$ cat config.mk
export PLATFORM = sky130hd
export DESIGN_NAME = heart_rate_bpm_tracker
export DESIGN_NICKNAME = d
export VERILOG_FILES = /design/src/rtl/core/hrt_pkg.sv /design/src/rtl/core/heart_rate_bpm_tracker.sv /design/src/rtl/core/hrt_div.sv /design/src/rtl/core/hrt_ctrl.sv /design/src/rtl/core/hrt_dp.sv
export SDC_FILE = /design/constraint.sdc
export NUM_CORES = 2
export LEC_CHECK = 0
export BUFFER_PORTS_ARGS = -buffer_cell sky130_fd_sc_hd__clkbuf_2
export CAP_MARGIN = 40
export CORE_MARGIN = 10
export CORE_UTILIZATION = 50
export CTS_BUF_LIST = sky130_fd_sc_hd__clkbuf_4
export DETAILED_ROUTE_END_ITERATION = 7
export PLACE_DENSITY = 0.66
export SLEW_MARGIN = 20
export SYNTH_ARGS = -nofsm -noshare
export SYNTH_HDL_FRONTEND = slang
export SYNTH_SLANG_ARGS = --single-unit
$ cat constraint.sdc
create_clock -name clk -period 9.73 [get_ports clk]
set_input_delay 0.4865 -clock clk [delete_from_list [all_inputs] [get_ports clk]]
set_output_delay 0.4865 -clock clk [all_outputs]
set_load 0.02 [all_outputs]
$ cat src/rtl/core/hrt_pkg.sv
// Shared types, constants and helpers of the heart rate tracker.
package hrt_pkg;

  localparam int unsigned RATE_DEPTH_DEF = 8;
  localparam int unsigned ADDR_W         = 5;

  // Register indexes on the configuration port
  localparam logic [2:0] REG_FINGER_THR  = 3'd0;
  localparam logic [2:0] REG_MIN_INTV    = 3'd1;
  localparam logic [2:0] REG_MAX_INTV    = 3'd2;
  localparam logic [2:0] REG_MIN_RATE    = 3'd3;
  localparam logic [2:0] REG_MAX_RATE    = 3'd4;
  localparam logic [2:0] REG_STABLE      = 3'd5;
  localparam logic [2:0] REG_DISP_CHANGE = 3'd6;
  localparam logic [2:0] REG_DISP_TMO    = 3'd7;

  localparam logic [17:0] FINGER_THR_RST  = 18'd20000;
  localparam logic [15:0] MIN_INTV_RST    = 16'd300;
  localparam logic [15:0] MAX_INTV_RST    = 16'd2000;
  localparam logic [7:0]  MIN_RATE_RST    = 8'd45;
  localparam logic [7:0]  MAX_RATE_RST    = 8'd150;
  localparam logic [3:0]  STABLE_RST      = 4'd5;
  localparam logic [15:0] DISP_CHANGE_RST = 16'd512;
  localparam logic [15:0] DISP_TMO_RST    = 16'd5000;

  // 60000 * 256: beats per minute in Q8.8 for a one millisecond interval
  localparam logic [31:0] RATE_NUMER  = 32'd15360000;
  localparam logic [15:0] VAR_SMALL   = 16'd1280;
  localparam logic [15:0] VAR_LARGE   = 16'd3840;

  typedef struct packed {
    logic [17:0] finger_threshold;
    logic [15:0] min_interval_ms;
    logic [15:0] max_interval_ms;
    logic [7:0]  min_rate;
    logic [7:0]  max_rate;
    logic [3:0]  stable_beats;
    logic [15:0] display_change;
    logic [15:0] display_timeout_ms;
  } cfg_t;

  typedef enum logic [4:0] {
    OP_NONE, OP_LOAD, OP_DIV_IR, OP_IR_SAVE, OP_FINGER, OP_RAW_SAT,
    OP_DIV_RATE, OP_RAW_SAVE, OP_RING_RD, OP_RING_WR, OP_DIV_AVG,
    OP_AVG_SAVE, OP_SMOOTH_SET, OP_DIV_SMOOTH, OP_SMOOTH_SAVE, OP_COUNT,
    OP_REPORT, OP_LOAD_OUT
  } op_t;

  typedef struct packed {
    op_t op;
  } cmd_t;

  typedef struct packed {
    logic div_done;
    logic finger;
    logic beat;
    logic intv_ok;
    logic intv_zero;
    logic rate_ok;
    logic sm_zero;
    logic var_big;
    logic count_ok;
  } stat_t;

  function automatic logic [15:0] abs_diff16(input logic [15:0] a, input logic [15:0] b);
    return (a >= b) ? (a - b) : (b - a);
  endfunction

endpackage

$ cat src/rtl/core/heart_rate_bpm_tracker.sv
// Top level of the heart rate tracker: configuration registers, sequencer, datapath.
//
//  channel  | handshake            | payload
//  ---------+----------------------+------------------------------------------------
//  input    | in_valid / in_ready  | ir_sample, beat_seen, time_ms
//  result   | out_valid / out_ready| bpm_write, bpm_value, display_event, finger_present
//  config   | psel/penable/pwrite  | paddr, pwdata, prdata (pready tied high)
//
// One sample is handled at a time, from the accepting edge to the loaded result;
// a full beat path waits on the serial rate divider, while divisions by ten and by
// the ring depth are done by reciprocal multiplication.
// The result register lets the next transfer in while the last result waits.
// Synchronous active-high reset clears the tracker state kept between samples; the rate ring is
// cleared through per-slot valid bits, so no clearing pass is needed.
module heart_rate_bpm_tracker import hrt_pkg::*; #(
  parameter int unsigned RATE_DEPTH = RATE_DEPTH_DEF
) (
  input  logic              clk,
  input  logic              rst,
  input  logic              in_valid,
  output logic              in_ready,
  input  logic [17:0]       ir_sample,
  input  logic              beat_seen,
  input  logic [31:0]       time_ms,
  output logic              out_valid,
  input  logic              out_ready,
  output logic              bpm_write,
  output logic [15:0]       bpm_value,
  output logic              display_event,
  output logic              finger_present,
  input  logic              psel,
  input  logic              penable,
  input  logic              pwrite,
  input  logic [ADDR_W-1:0] paddr,
  input  logic [31:0]       pwdata,
  output logic [31:0]       prdata,
  output logic              pready
);

  cfg_t       cfg;
  cmd_t       cmd;
  stat_t      stat;
  logic [2:0] reg_idx;
  logic       reg_wr;

  assign pready  = 1'b1;
  assign reg_idx = paddr[ADDR_W-1:2];
  assign reg_wr  = psel && penable && pwrite && pready;

  // Register file: write on the access phase of a write transfer
  always_ff @(posedge clk) begin
    if (rst) begin
      cfg.finger_threshold   <= FINGER_THR_RST;
      cfg.min_interval_ms    <= MIN_INTV_RST;
      cfg.max_interval_ms    <= MAX_INTV_RST;
      cfg.min_rate           <= MIN_RATE_RST;
      cfg.max_rate           <= MAX_RATE_RST;
      cfg.stable_beats       <= STABLE_RST;
      cfg.display_change     <= DISP_CHANGE_RST;
      cfg.display_timeout_ms <= DISP_TMO_RST;
    end else if (reg_wr) begin
      case (reg_idx)
        REG_FINGER_THR:  cfg.finger_threshold   <= pwdata[17:0];
        REG_MIN_INTV:    cfg.min_interval_ms    <= pwdata[15:0];
        REG_MAX_INTV:    cfg.max_interval_ms    <= pwdata[15:0];
        REG_MIN_RATE:    cfg.min_rate           <= pwdata[7:0];
        REG_MAX_RATE:    cfg.max_rate           <= pwdata[7:0];
        REG_STABLE:      cfg.stable_beats       <= pwdata[3:0];
        REG_DISP_CHANGE: cfg.display_change     <= pwdata[15:0];
        REG_DISP_TMO:    cfg.display_timeout_ms <= pwdata[15:0];
        default: ;
      endcase
    end
  end

  // Read back the addressed register
  always_comb begin
    case (reg_idx)
      REG_FINGER_THR:  prdata = {14'd0, cfg.finger_threshold};
      REG_MIN_INTV:    prdata = {16'd0, cfg.min_interval_ms};
      REG_MAX_INTV:    prdata = {16'd0, cfg.max_interval_ms};
      REG_MIN_RATE:    prdata = {24'd0, cfg.min_rate};
      REG_MAX_RATE:    prdata = {24'd0, cfg.max_rate};
      REG_STABLE:      prdata = {28'd0, cfg.stable_beats};
      REG_DISP_CHANGE: prdata = {16'd0, cfg.display_change};
      REG_DISP_TMO:    prdata = {16'd0, cfg.display_timeout_ms};
      default:         prdata = '0;
    endcase
  end

  // Sequencer: owns the handshakes and steps the datapath
  hrt_ctrl u_ctrl (
    .clk       (clk),
    .rst       (rst),
    .in_valid  (in_valid),
    .in_ready  (in_ready),
    .out_valid (out_valid),
    .out_ready (out_ready),
    .stat      (stat),
    .cmd       (cmd)
  );

  // Datapath: tracker state, divider, rate ring and result register
  hrt_dp #(.RATE_DEPTH(RATE_DEPTH)) u_dp (
    .clk            (clk),
    .rst            (rst),
    .cfg            (cfg),
    .cmd            (cmd),
    .stat           (stat),
    .ir_sample      (ir_sample),
    .beat_seen      (beat_seen),
    .time_ms        (time_ms),
    .bpm_write      (bpm_write),
    .bpm_value      (bpm_value),
    .display_event  (display_event),
    .finger_present (finger_present)
  );

endmodule

$ cat src/rtl/core/hrt_div.sv
// Restoring serial divider, one quotient bit per cycle.
module hrt_div import hrt_pkg::*; (
  input  logic        clk,
  input  logic        rst,
  input  logic        start,
  input  logic [31:0] numer,
  input  logic [15:0] denom,
  output logic        busy,
  output logic        done,
  output logic [31:0] quot
);

  logic [15:0] rem;
  logic [15:0] dvs;
  logic [4:0]  cnt;
  logic [16:0] trial;
  logic        fits;

  assign trial = {rem, quot[31]};
  assign fits  = trial >= {1'b0, dvs};

  always_ff @(posedge clk) begin
    if (rst) begin
      busy <= 1'b0;
      done <= 1'b0;
      cnt  <= '0;
    end else begin
      done <= 1'b0;
      if (start) begin
        busy <= 1'b1;
        cnt  <= '0;
      end else if (busy) begin
        cnt <= cnt + 5'd1;
        if (cnt == 5'd31) begin
          busy <= 1'b0;
          done <= 1'b1;
        end
      end
    end
  end

  always_ff @(posedge clk) begin
    if (start) begin
      quot <= numer;
      dvs  <= denom;
      rem  <= '0;
    end else if (busy) begin
      rem  <= fits ? 16'(trial - {1'b0, dvs}) : trial[15:0];
      quot <= {quot[30:0], fits};
    end
  end

endmodule

$ cat src/rtl/core/hrt_ctrl.sv
// Sequencer of the heart rate tracker: steps the datapath through one sample.
module hrt_ctrl import hrt_pkg::*; (
  input  logic  clk,
  input  logic  rst,
  input  logic  in_valid,
  output logic  in_ready,
  output logic  out_valid,
  input  logic  out_ready,
  input  stat_t stat,
  output cmd_t  cmd
);

  typedef enum logic [3:0] {
    S_IDLE, S_IRDIV, S_IRWAIT, S_FINGER, S_INTV, S_RATEWAIT, S_RATECHK,
    S_RING, S_AVGDIV, S_AVGWAIT, S_SMOOTH, S_SMWAIT, S_COUNT, S_REPORT, S_DONE
  } state_t;

  state_t state, state_next;
  logic   out_free;

  assign in_ready = (state == S_IDLE);
  assign out_free = !out_valid || out_ready;

  always_comb begin
    state_next = state;
    cmd.op     = OP_NONE;
    case (state)
      S_IDLE: if (in_valid) begin
        cmd.op     = OP_LOAD;
        state_next = S_IRDIV;
      end
      S_IRDIV: begin
        cmd.op     = OP_DIV_IR;
        state_next = S_IRWAIT;
      end
      S_IRWAIT: if (stat.div_done) begin
        cmd.op     = OP_IR_SAVE;
        state_next = S_FINGER;
      end
      S_FINGER: begin
        cmd.op     = OP_FINGER;
        state_next = (stat.finger && stat.beat) ? S_INTV : S_DONE;
      end
      S_INTV: begin
        if (!stat.intv_ok) begin
          state_next = S_DONE;
        end else if (stat.intv_zero) begin
          cmd.op     = OP_RAW_SAT;
          state_next = S_RATECHK;
        end else begin
          cmd.op     = OP_DIV_RATE;
          state_next = S_RATEWAIT;
        end
      end
      S_RATEWAIT: if (stat.div_done) begin
        cmd.op     = OP_RAW_SAVE;
        state_next = S_RATECHK;
      end
      S_RATECHK: begin
        if (stat.rate_ok) begin
          cmd.op     = OP_RING_RD;
          state_next = S_RING;
        end else begin
          state_next = S_DONE;
        end
      end
      S_RING: begin
        cmd.op     = OP_RING_WR;
        state_next = S_AVGDIV;
      end
      S_AVGDIV: begin
        cmd.op     = OP_DIV_AVG;
        state_next = S_AVGWAIT;
      end
      S_AVGWAIT: if (stat.div_done) begin
        cmd.op     = OP_AVG_SAVE;
        state_next = S_SMOOTH;
      end
      S_SMOOTH: begin
        if (stat.sm_zero) begin
          cmd.op     = OP_SMOOTH_SET;
          state_next = S_COUNT;
        end else if (stat.var_big) begin
          state_next = S_DONE;
        end else begin
          cmd.op     = OP_DIV_SMOOTH;
          state_next = S_SMWAIT;
        end
      end
      S_SMWAIT: if (stat.div_done) begin
        cmd.op     = OP_SMOOTH_SAVE;
        state_next = S_COUNT;
      end
      S_COUNT: begin
        cmd.op     = OP_COUNT;
        state_next = S_REPORT;
      end
      S_REPORT: begin
        if (stat.count_ok) cmd.op = OP_REPORT;
        state_next = S_DONE;
      end
      S_DONE: if (out_free) begin
        cmd.op     = OP_LOAD_OUT;
        state_next = S_IDLE;
      end
      default: state_next = S_IDLE;
    endcase
  end

  always_ff @(posedge clk) begin
    if (rst) begin
      state     <= S_IDLE;
      out_valid <= 1'b0;
    end else begin
      state <= state_next;
      if (cmd.op == OP_LOAD_OUT) out_valid <= 1'b1;
      else if (out_ready)        out_valid <= 1'b0;
    end
  end

endmodule

$ cat src/rtl/core/hrt_dp.sv
// Datapath of the heart rate tracker: averages, rate ring, smoothing, result.
module hrt_dp import hrt_pkg::*; #(
  parameter int unsigned RATE_DEPTH = RATE_DEPTH_DEF
) (
  input  logic        clk,
  input  logic        rst,
  input  cfg_t        cfg,
  input  cmd_t        cmd,
  output stat_t       stat,
  input  logic [17:0] ir_sample,
  input  logic        beat_seen,
  input  logic [31:0] time_ms,
  output logic        bpm_write,
  output logic [15:0] bpm_value,
  output logic        display_event,
  output logic        finger_present
);

  localparam int unsigned PTR_W = $clog2(RATE_DEPTH);
  localparam int unsigned SUM_W = 16 + $clog2(RATE_DEPTH);
  localparam logic [PTR_W-1:0] PTR_LAST = PTR_W'(RATE_DEPTH - 1);

  // Division by ten: reciprocal multiply, exact for any numerator below 2^TEN_W
  localparam int unsigned TEN_W  = 30;
  localparam int unsigned TEN_SH = TEN_W + 4;
  localparam logic [TEN_W:0] TEN_MUL = (TEN_W + 1)'(((64'd1 << TEN_SH) + 64'd9) / 64'd10);

  // Division by the ring depth: same scheme over the rounded ring sum
  localparam int unsigned AVG_W  = SUM_W + 1;
  localparam int unsigned AVG_SH = AVG_W + $clog2(RATE_DEPTH);
  localparam logic [AVG_W:0] AVG_MUL = (AVG_W + 1)'(((64'd1 << AVG_SH) +
                                       64'(RATE_DEPTH) - 64'd1) / 64'(RATE_DEPTH));
  localparam logic [AVG_W-1:0] AVG_BIAS = AVG_W'(RATE_DEPTH / 2);

  // Latched sample
  logic [17:0] ir_q;
  logic        beat_q;
  logic [31:0] now_q;

  // Tracker state
  logic [25:0] ir_average;
  logic [31:0] last_beat_time;
  logic [31:0] interval;
  logic [15:0] raw;
  logic [15:0] avg;
  logic [15:0] smoothed_rate;
  logic [3:0]  valid_count;
  logic [15:0] shown_rate;
  logic [31:0] shown_time;
  logic [SUM_W-1:0] rate_sum;
  logic [PTR_W-1:0] rate_pointer;
  logic [RATE_DEPTH-1:0] slot_valid;
  logic [15:0] rate_store [RATE_DEPTH];
  logic [15:0] old_rate;
  logic        old_valid;

  // Result being built
  logic        res_write;
  logic [15:0] res_value;
  logic        res_disp;
  logic        res_fp;

  logic        div_start;
  logic [31:0] div_numer;
  logic [15:0] div_denom;
  logic        div_busy;
  logic        div_done;
  logic [31:0] div_quot;
  logic [15:0] q_sat;
  logic [15:0] var_abs;
  logic [15:0] old_eff;
  logic        disp_hit;

  logic             ten_start;
  logic [TEN_W-1:0] ten_numer;
  logic [TEN_W-1:0] ten_arg;
  logic [2*TEN_W:0] ten_prod;
  logic             ten_go;
  logic             ten_done;
  logic [25:0]      ten_quot;

  logic             avg_start;
  logic [AVG_W-1:0] avg_numer;
  logic [AVG_W-1:0] avg_arg;
  logic [2*AVG_W:0] avg_prod;
  logic             avg_go;
  logic             avg_done;
  logic [15:0]      avg_quot;

  hrt_div u_div (
    .clk   (clk),
    .rst   (rst),
    .start (div_start),
    .numer (div_numer),
    .denom (div_denom),
    .busy  (div_busy),
    .done  (div_done),
    .quot  (div_quot)
  );

  assign q_sat   = (div_quot > 32'hFFFF) ? 16'hFFFF : div_quot[15:0];
  assign var_abs = abs_diff16(avg, smoothed_rate);
  assign old_eff = old_valid ? old_rate : 16'd0;
  assign disp_hit = (abs_diff16(smoothed_rate, shown_rate) > cfg.display_change) ||
                    ((now_q - shown_time) > {16'd0, cfg.display_timeout_ms});

  assign ten_prod = (2*TEN_W + 1)'(ten_arg) * (2*TEN_W + 1)'(TEN_MUL);
  assign avg_prod = (2*AVG_W + 1)'(avg_arg) * (2*AVG_W + 1)'(AVG_MUL);

  always_comb begin
    div_start = (cmd.op == OP_DIV_RATE);
    div_numer = RATE_NUMER + 32'(interval[15:1]);
    div_denom = interval[15:0];
    avg_start = (cmd.op == OP_DIV_AVG);
    avg_numer = AVG_W'(rate_sum) + AVG_BIAS;
    ten_start = 1'b1;
    ten_numer = '0;
    case (cmd.op)
      OP_DIV_IR: ten_numer = TEN_W'({ir_average, 3'd0}) + TEN_W'(ir_average) +
                             TEN_W'({ir_q, 8'd0}) + TEN_W'(5);
      OP_DIV_SMOOTH: begin
        if (var_abs < VAR_SMALL)
          ten_numer = TEN_W'({avg, 1'b0}) + TEN_W'(avg) + TEN_W'({smoothed_rate, 3'd0}) -
                      TEN_W'(smoothed_rate) + TEN_W'(5);
        else
          ten_numer = TEN_W'(avg) + TEN_W'({smoothed_rate, 3'd0}) + TEN_W'(smoothed_rate) +
                      TEN_W'(5);
      end
      default: ten_start = 1'b0;
    endcase
  end

  // Constant divisions: capture the numerator, then multiply and take the quotient
  always_ff @(posedge clk) begin
    if (rst) begin
      ten_go   <= 1'b0;
      ten_done <= 1'b0;
      avg_go   <= 1'b0;
      avg_done <= 1'b0;
    end else begin
      ten_go   <= ten_start;
      ten_done <= ten_go;
      avg_go   <= avg_start;
      avg_done <= avg_go;
    end
  end

  always_ff @(posedge clk) begin
    if (ten_start) ten_arg  <= ten_numer;
    if (avg_start) avg_arg  <= avg_numer;
    if (ten_go)    ten_quot <= ten_prod[TEN_SH +: 26];
    if (avg_go)    avg_quot <= avg_prod[AVG_SH +: 16];
  end

  always_comb begin
    stat.div_done  = div_done || ten_done || avg_done;
    stat.finger    = ir_average >= {cfg.finger_threshold, 8'd0};
    stat.beat      = beat_q;
    stat.intv_ok   = (interval >= {16'd0, cfg.min_interval_ms}) &&
                     (interval <= {16'd0, cfg.max_interval_ms});
    stat.intv_zero = (interval == 32'd0);
    stat.rate_ok   = (raw >= {cfg.min_rate, 8'd0}) && (raw <= {cfg.max_rate, 8'd0});
    stat.sm_zero   = (smoothed_rate == 16'd0);
    stat.var_big   = (var_abs >= VAR_LARGE);
    stat.count_ok  = (valid_count >= cfg.stable_beats);
  end

  // Rate ring: one read and one write port, read data registered
  always_ff @(posedge clk) begin
    if (cmd.op == OP_RING_RD) old_rate <= rate_store[rate_pointer];
    if (cmd.op == OP_RING_WR) rate_store[rate_pointer] <= raw;
  end

  always_ff @(posedge clk) begin
    if (rst) begin
      ir_average     <= '0;
      last_beat_time <= '0;
      smoothed_rate  <= '0;
      valid_count    <= '0;
      shown_rate     <= '0;
      shown_time     <= '0;
      rate_sum       <= '0;
      rate_pointer   <= '0;
      slot_valid     <= '0;
    end else begin
      case (cmd.op)
        OP_IR_SAVE: ir_average <= ten_quot;
        OP_FINGER: begin
          if (!stat.finger) begin
            smoothed_rate <= '0;
            valid_count   <= '0;
          end else if (beat_q) begin
            last_beat_time <= now_q;
          end
        end
        OP_RING_WR: begin
          slot_valid[rate_pointer] <= 1'b1;
          rate_sum <= rate_sum - SUM_W'(old_eff) + SUM_W'(raw);
          rate_pointer <= (rate_pointer == PTR_LAST) ? '0 : rate_pointer + 1'b1;
        end
        OP_SMOOTH_SET:  smoothed_rate <= avg;
        OP_SMOOTH_SAVE: smoothed_rate <= ten_quot[15:0];
        OP_COUNT: if (valid_count != 4'd15) valid_count <= valid_count + 4'd1;
        OP_REPORT: if (disp_hit) begin
          shown_rate <= smoothed_rate;
          shown_time <= now_q;
        end
        default: ;
      endcase
    end
  end

  always_ff @(posedge clk) begin
    case (cmd.op)
      OP_LOAD: begin
        ir_q      <= ir_sample;
        beat_q    <= beat_seen;
        now_q     <= time_ms;
        res_write <= 1'b0;
        res_value <= '0;
        res_disp  <= 1'b0;
        res_fp    <= 1'b0;
      end
      OP_FINGER: begin
        res_fp   <= stat.finger;
        interval <= now_q - last_beat_time;
        if (!stat.finger) res_write <= 1'b1;
      end
      OP_RAW_SAT:  raw <= 16'hFFFF;
      OP_RAW_SAVE: raw <= q_sat;
      OP_RING_RD:  old_valid <= slot_valid[rate_pointer];
      OP_AVG_SAVE: avg <= avg_quot;
      OP_REPORT: begin
        res_write <= 1'b1;
        res_value <= smoothed_rate;
        res_disp  <= disp_hit;
      end
      OP_LOAD_OUT: begin
        bpm_write      <= res_write;
        bpm_value      <= res_value;
        display_event  <= res_disp;
        finger_present <= res_fp;
      end
      default: ;
    endcase
  end

`ifndef SYNTHESIS
  a_div_idle: assert property (@(posedge clk) disable iff (rst) div_start |-> !div_busy)
    else $error("divider started while busy");
  a_disp_needs_write: assert property (@(posedge clk) disable iff (rst)
    (cmd.op == OP_LOAD_OUT) |-> (!res_disp || res_write))
    else $error("display event without write");
  a_no_finger_zero: assert property (@(posedge clk) disable iff (rst)
    (cmd.op == OP_LOAD_OUT && !res_fp) |-> (res_write && res_value == 16'd0))
    else $error("no-finger result not a zero write");
`endif

endmodule
==> summary.md <==
| Metric | Value |
|---|---|
| Die Area | 124000 µm² |
| Final setup TNS | 0 ns |
| Final hold vios | 0 |
| Crit end category | flip-flop |
| Ports | 149 |
| Maxcap violations | 0 |
| CP required | 10.54 ns |
| All-Layer GR Usage | 24.6% |
| Num rows | 121 |
| Layout cells sized above 1 | 9.73% |
| #FFs+latches synth | 724 |
| Reg2Reg Depth | 27 |
| Violated checks | DRC |
| Flop-to-flop setup slack | 1.53 ns |
| Detailed router's first-iteration violation count | 3611 |
| Syn Std Cell Area | 55100 µm² |
| GPL Wtd Cong | 0.943 |
| Unrepaired setup endpoints after global routing | no |
| Initial antenna violation count | 12 |
| Post-layout min period | 8.20 ns |
| Period Utilization, post-route | 84.2% |
| Startpoint Class | flip-flop |
| Area growth, synth to finish | 10.6% |
| Fmax | 122 MHz |
| Setup crit end | u_dp.ten_quot[25]$_DFFE_PP_ |
| Synth area leader | edfxtp_1 |
| Slew margin rel. | 31.9% |
| Port bufs | 117 |
| Worst R2R End | u_dp.ten_quot[25]$_DFFE_PP_ |
| Clk sink count | 724 |
| Final #Nets | 7075 |
| Average size of a mapped cell | 9.58 µm² |
| Netlist cell types | 101 |
| Post-route ant nets | 0 |
| Initial Util | 50.5% |
| Register area | 18800 µm² |
| Synth area leaders | edfxtp_1 24%, ha_1 15%, fa_1 11%, dfxtp_1 11%, inv_1 5.5% |
| Initial DRT Pass Iterations | 8 |
| CP arrival | 9.01 ns |
| Vias per cell | 5.71 |
| Clock tree buffer depth | 3 |
| Sequential-to-total area share from yosys stat | 34.2% |
| Post-CTS setup buffer count | 0 |
| HPWL Detailed | 119 mm |
| CTS tree | built |
| Yosys Warn Count | 0 |
| Mapped Cells | 5752 |
| CP max FO | 5 |
| Fill count | 9768 |
| Vias in the first global route | 43400 |
| Clk_lat worst skew | 1.14 ns |
| Post-synthesis async set-or-reset flop share | 0% |
| Main flop type after synthesis | edfxtp_1 |
| Post-synth EDFFs | 434 |
| Htree depth | 4 |
| Global-route wire length before repair | 244 mm |
| Crit Reg-Reg Startpoint | u_dp.ten_arg[4]$_DFFE_PP_ |
| Hold path start | time_ms[30] |
| Largest net degree at the start of global routing | 160 |
| Area of the multi-input gates | 32500 µm² |
| GRT Residual Overflow | 0 |
| Via count | 43700 |
| DR WL/cell | 20.4 µm |
| CP Class | flip-flop to flip-flop |
| DIE HEIGHT | 352 µm |
| HP Class | input pin to flip-flop |
| Worst-Margin Slew | 0.996 ns |
| Clk_skew | 0.102 ns |
| Num CTS Buffers | 188 |
| Final setup fails | 0 |
| Core ar. | 109000 µm² |
| Root buf cell | clkbuf_4 |
| Die width | 352 µm |
| Status | finished with violations |
| WL final | 156 mm |
| Pins Over Slew Limit | 0 |
| Synth top area share | 23.6% |
| Clock transition at path regs | 0.06 ns |
| DRC Markers | 5 |
| Worst Setup SP | u_dp.ten_arg[4]$_DFFE_PP_ |
## sequential cells by signal, summed over array words and instances, names as in the netlist, 18 cells and up
register and cells:
u_dp.rate_store 128, cfg 102, u_dp.interval 32, u_dp.last_beat_time 32, u_dp.now_q 32, u_dp.shown_time 32, u_dp.u_div.quot 32, u_dp.ten_arg 30
u_dp.ir_average 26, u_dp.ten_quot 26, u_dp.rate_sum 19, u_dp.ir_q 18
## worst min path at each step
stage | to | slack [ns] | cells past startpoint
floorplan | u_dp.avg[0]$_DFFE_PN_ | 0.40 | 0
global placement | u_dp.bpm_value[7]$_DFFE_PP_ | 0.40 | 0
detailed placement | u_dp.avg_quot[15]$_DFFE_PP_ | 0.41 | 0
CTS | u_dp.now_q[10]$_DFFE_PP_ | 0.0009 | 2
global route | u_dp.now_q[30]$_DFFE_PP_ | 0.06 | 2
finish | u_dp.now_q[30]$_DFFE_PP_ | 0.13 | 2
## routing by layer
layer	share of wire, %	wire, µm	global-route usage, %
met3	7.3	11400	4.30
met2	48	74300	41.1
met4	4.3	6750	11.0
met1	41	63900	31.0
met5	0.0083	13	0
## stage by stage
step                      setup WS, ns  cells  cell area, µm²  util, %  hold slack (ns)
after global routing             0.967   7657           60900     55.8           0.0561
after global placement            1.40   7194           57300     52.5            0.403
after CTS                         1.36   7645           60900     55.8         0.000894
after floorplan                   2.60   5765           55200        -            0.400
final                             1.53   7659           60900     55.8            0.126
after detailed placement          1.36   7211           57500     52.7            0.405
## cells by family (layout without fill, tap and decap cells)
kind of cell / count (synthesis) / in the layout / share of synthesized area (%)
AO/OA/AOI/OAI: 1253 / 1253 / 14.6
XOR/XNOR: 194 / 194 / 3.08
adder cells (fa/ha/maj): 968 / 968 / 26.1
buffers and inverters: 1029 / 1440 / 7.18
flip-flops: 724 / 724 / 34.2
multiplexers: 97 / 97 / 1.94
other: 2 / 22 / 0.0136
AND/OR/NAND/NOR: 1485 / 1485 / 12.9
## cell usage in the layout, fill, tap and decap left out, types with 94 or more instances in the layout
master and count:
a21oi_1 417, o21ai_0 213, nor2_1 356, xnor2_1 140, clkbuf_4 283, inv_1 808, nand4_1 107, clkbuf_2 117
dfxtp_1 290, nand2_1 435, a21o_1 94, ha_1 662, nand3_1 117, fa_1 306, nor3_1 111, edfxtp_1 434
a22oi_1 119
## Yosys cell counts, drive strengths merged, types with 28 or more instances
cell,number
a211oi,39
a21o,94
a21oi,419
a22oi,119
and2,46
and3,62
buf,47
clkbuf,172
dfxtp,290
edfxtp,434
fa,306
ha,662
inv,810
mux2i,72
nand2,436
nand2b,40
nand3,117
nand4,107
nor2,360
nor2b,54
nor3,122
nor4,35
o211ai,54
o21a,45
o21ai,233
o21bai,28
o22ai,29
or3,46
xnor2,140
xor2,54
## critical path, cell delays in order, from the launching register on
cell	delay, ns
edfxtp_1	0.47
inv_1	0.08
ha_1	0.27
inv_1	0.06
fa_1	0.50
inv_1	0.08
fa_1	0.57
inv_1	0.10
fa_1	0.69
inv_1	0.21
fa_1	0.57
inv_1	0.05
fa_1	0.50
inv_1	0.07
fa_1	0.40
inv_1	0.07
fa_1	0.42
ha_1	0.32
a21oi_1	0.12
o21ai_0	0.09
a21oi_1	0.19
o211ai_1	0.21
a221oi_2	0.54
o21ai_0	0.32
a21oi_1	0.45
o211ai_1	0.24
a211oi_1	0.24
o22ai_1	0.11
## final cells by class
cell class,instances,area share [%]
antenna,7,0.0287
inverter,810,4.99
sequential,724,30.9
timing repair buffer,276,3.49
tap,1476,3.03
multi-input combinational,4012,53.3
clock inverter,72,0.723
clock buffer,282,3.47
## timing repair
item	4_1_cts	5_1_grt
resized for setup	0	0
endpoints found under the hold margin	202	0
hold buffers	80	0
endpoints found under the setup margin	0	0
Power is not shown: default switching activity piles up to over one toggle a cycle in this logic, so the estimate is an artifact.
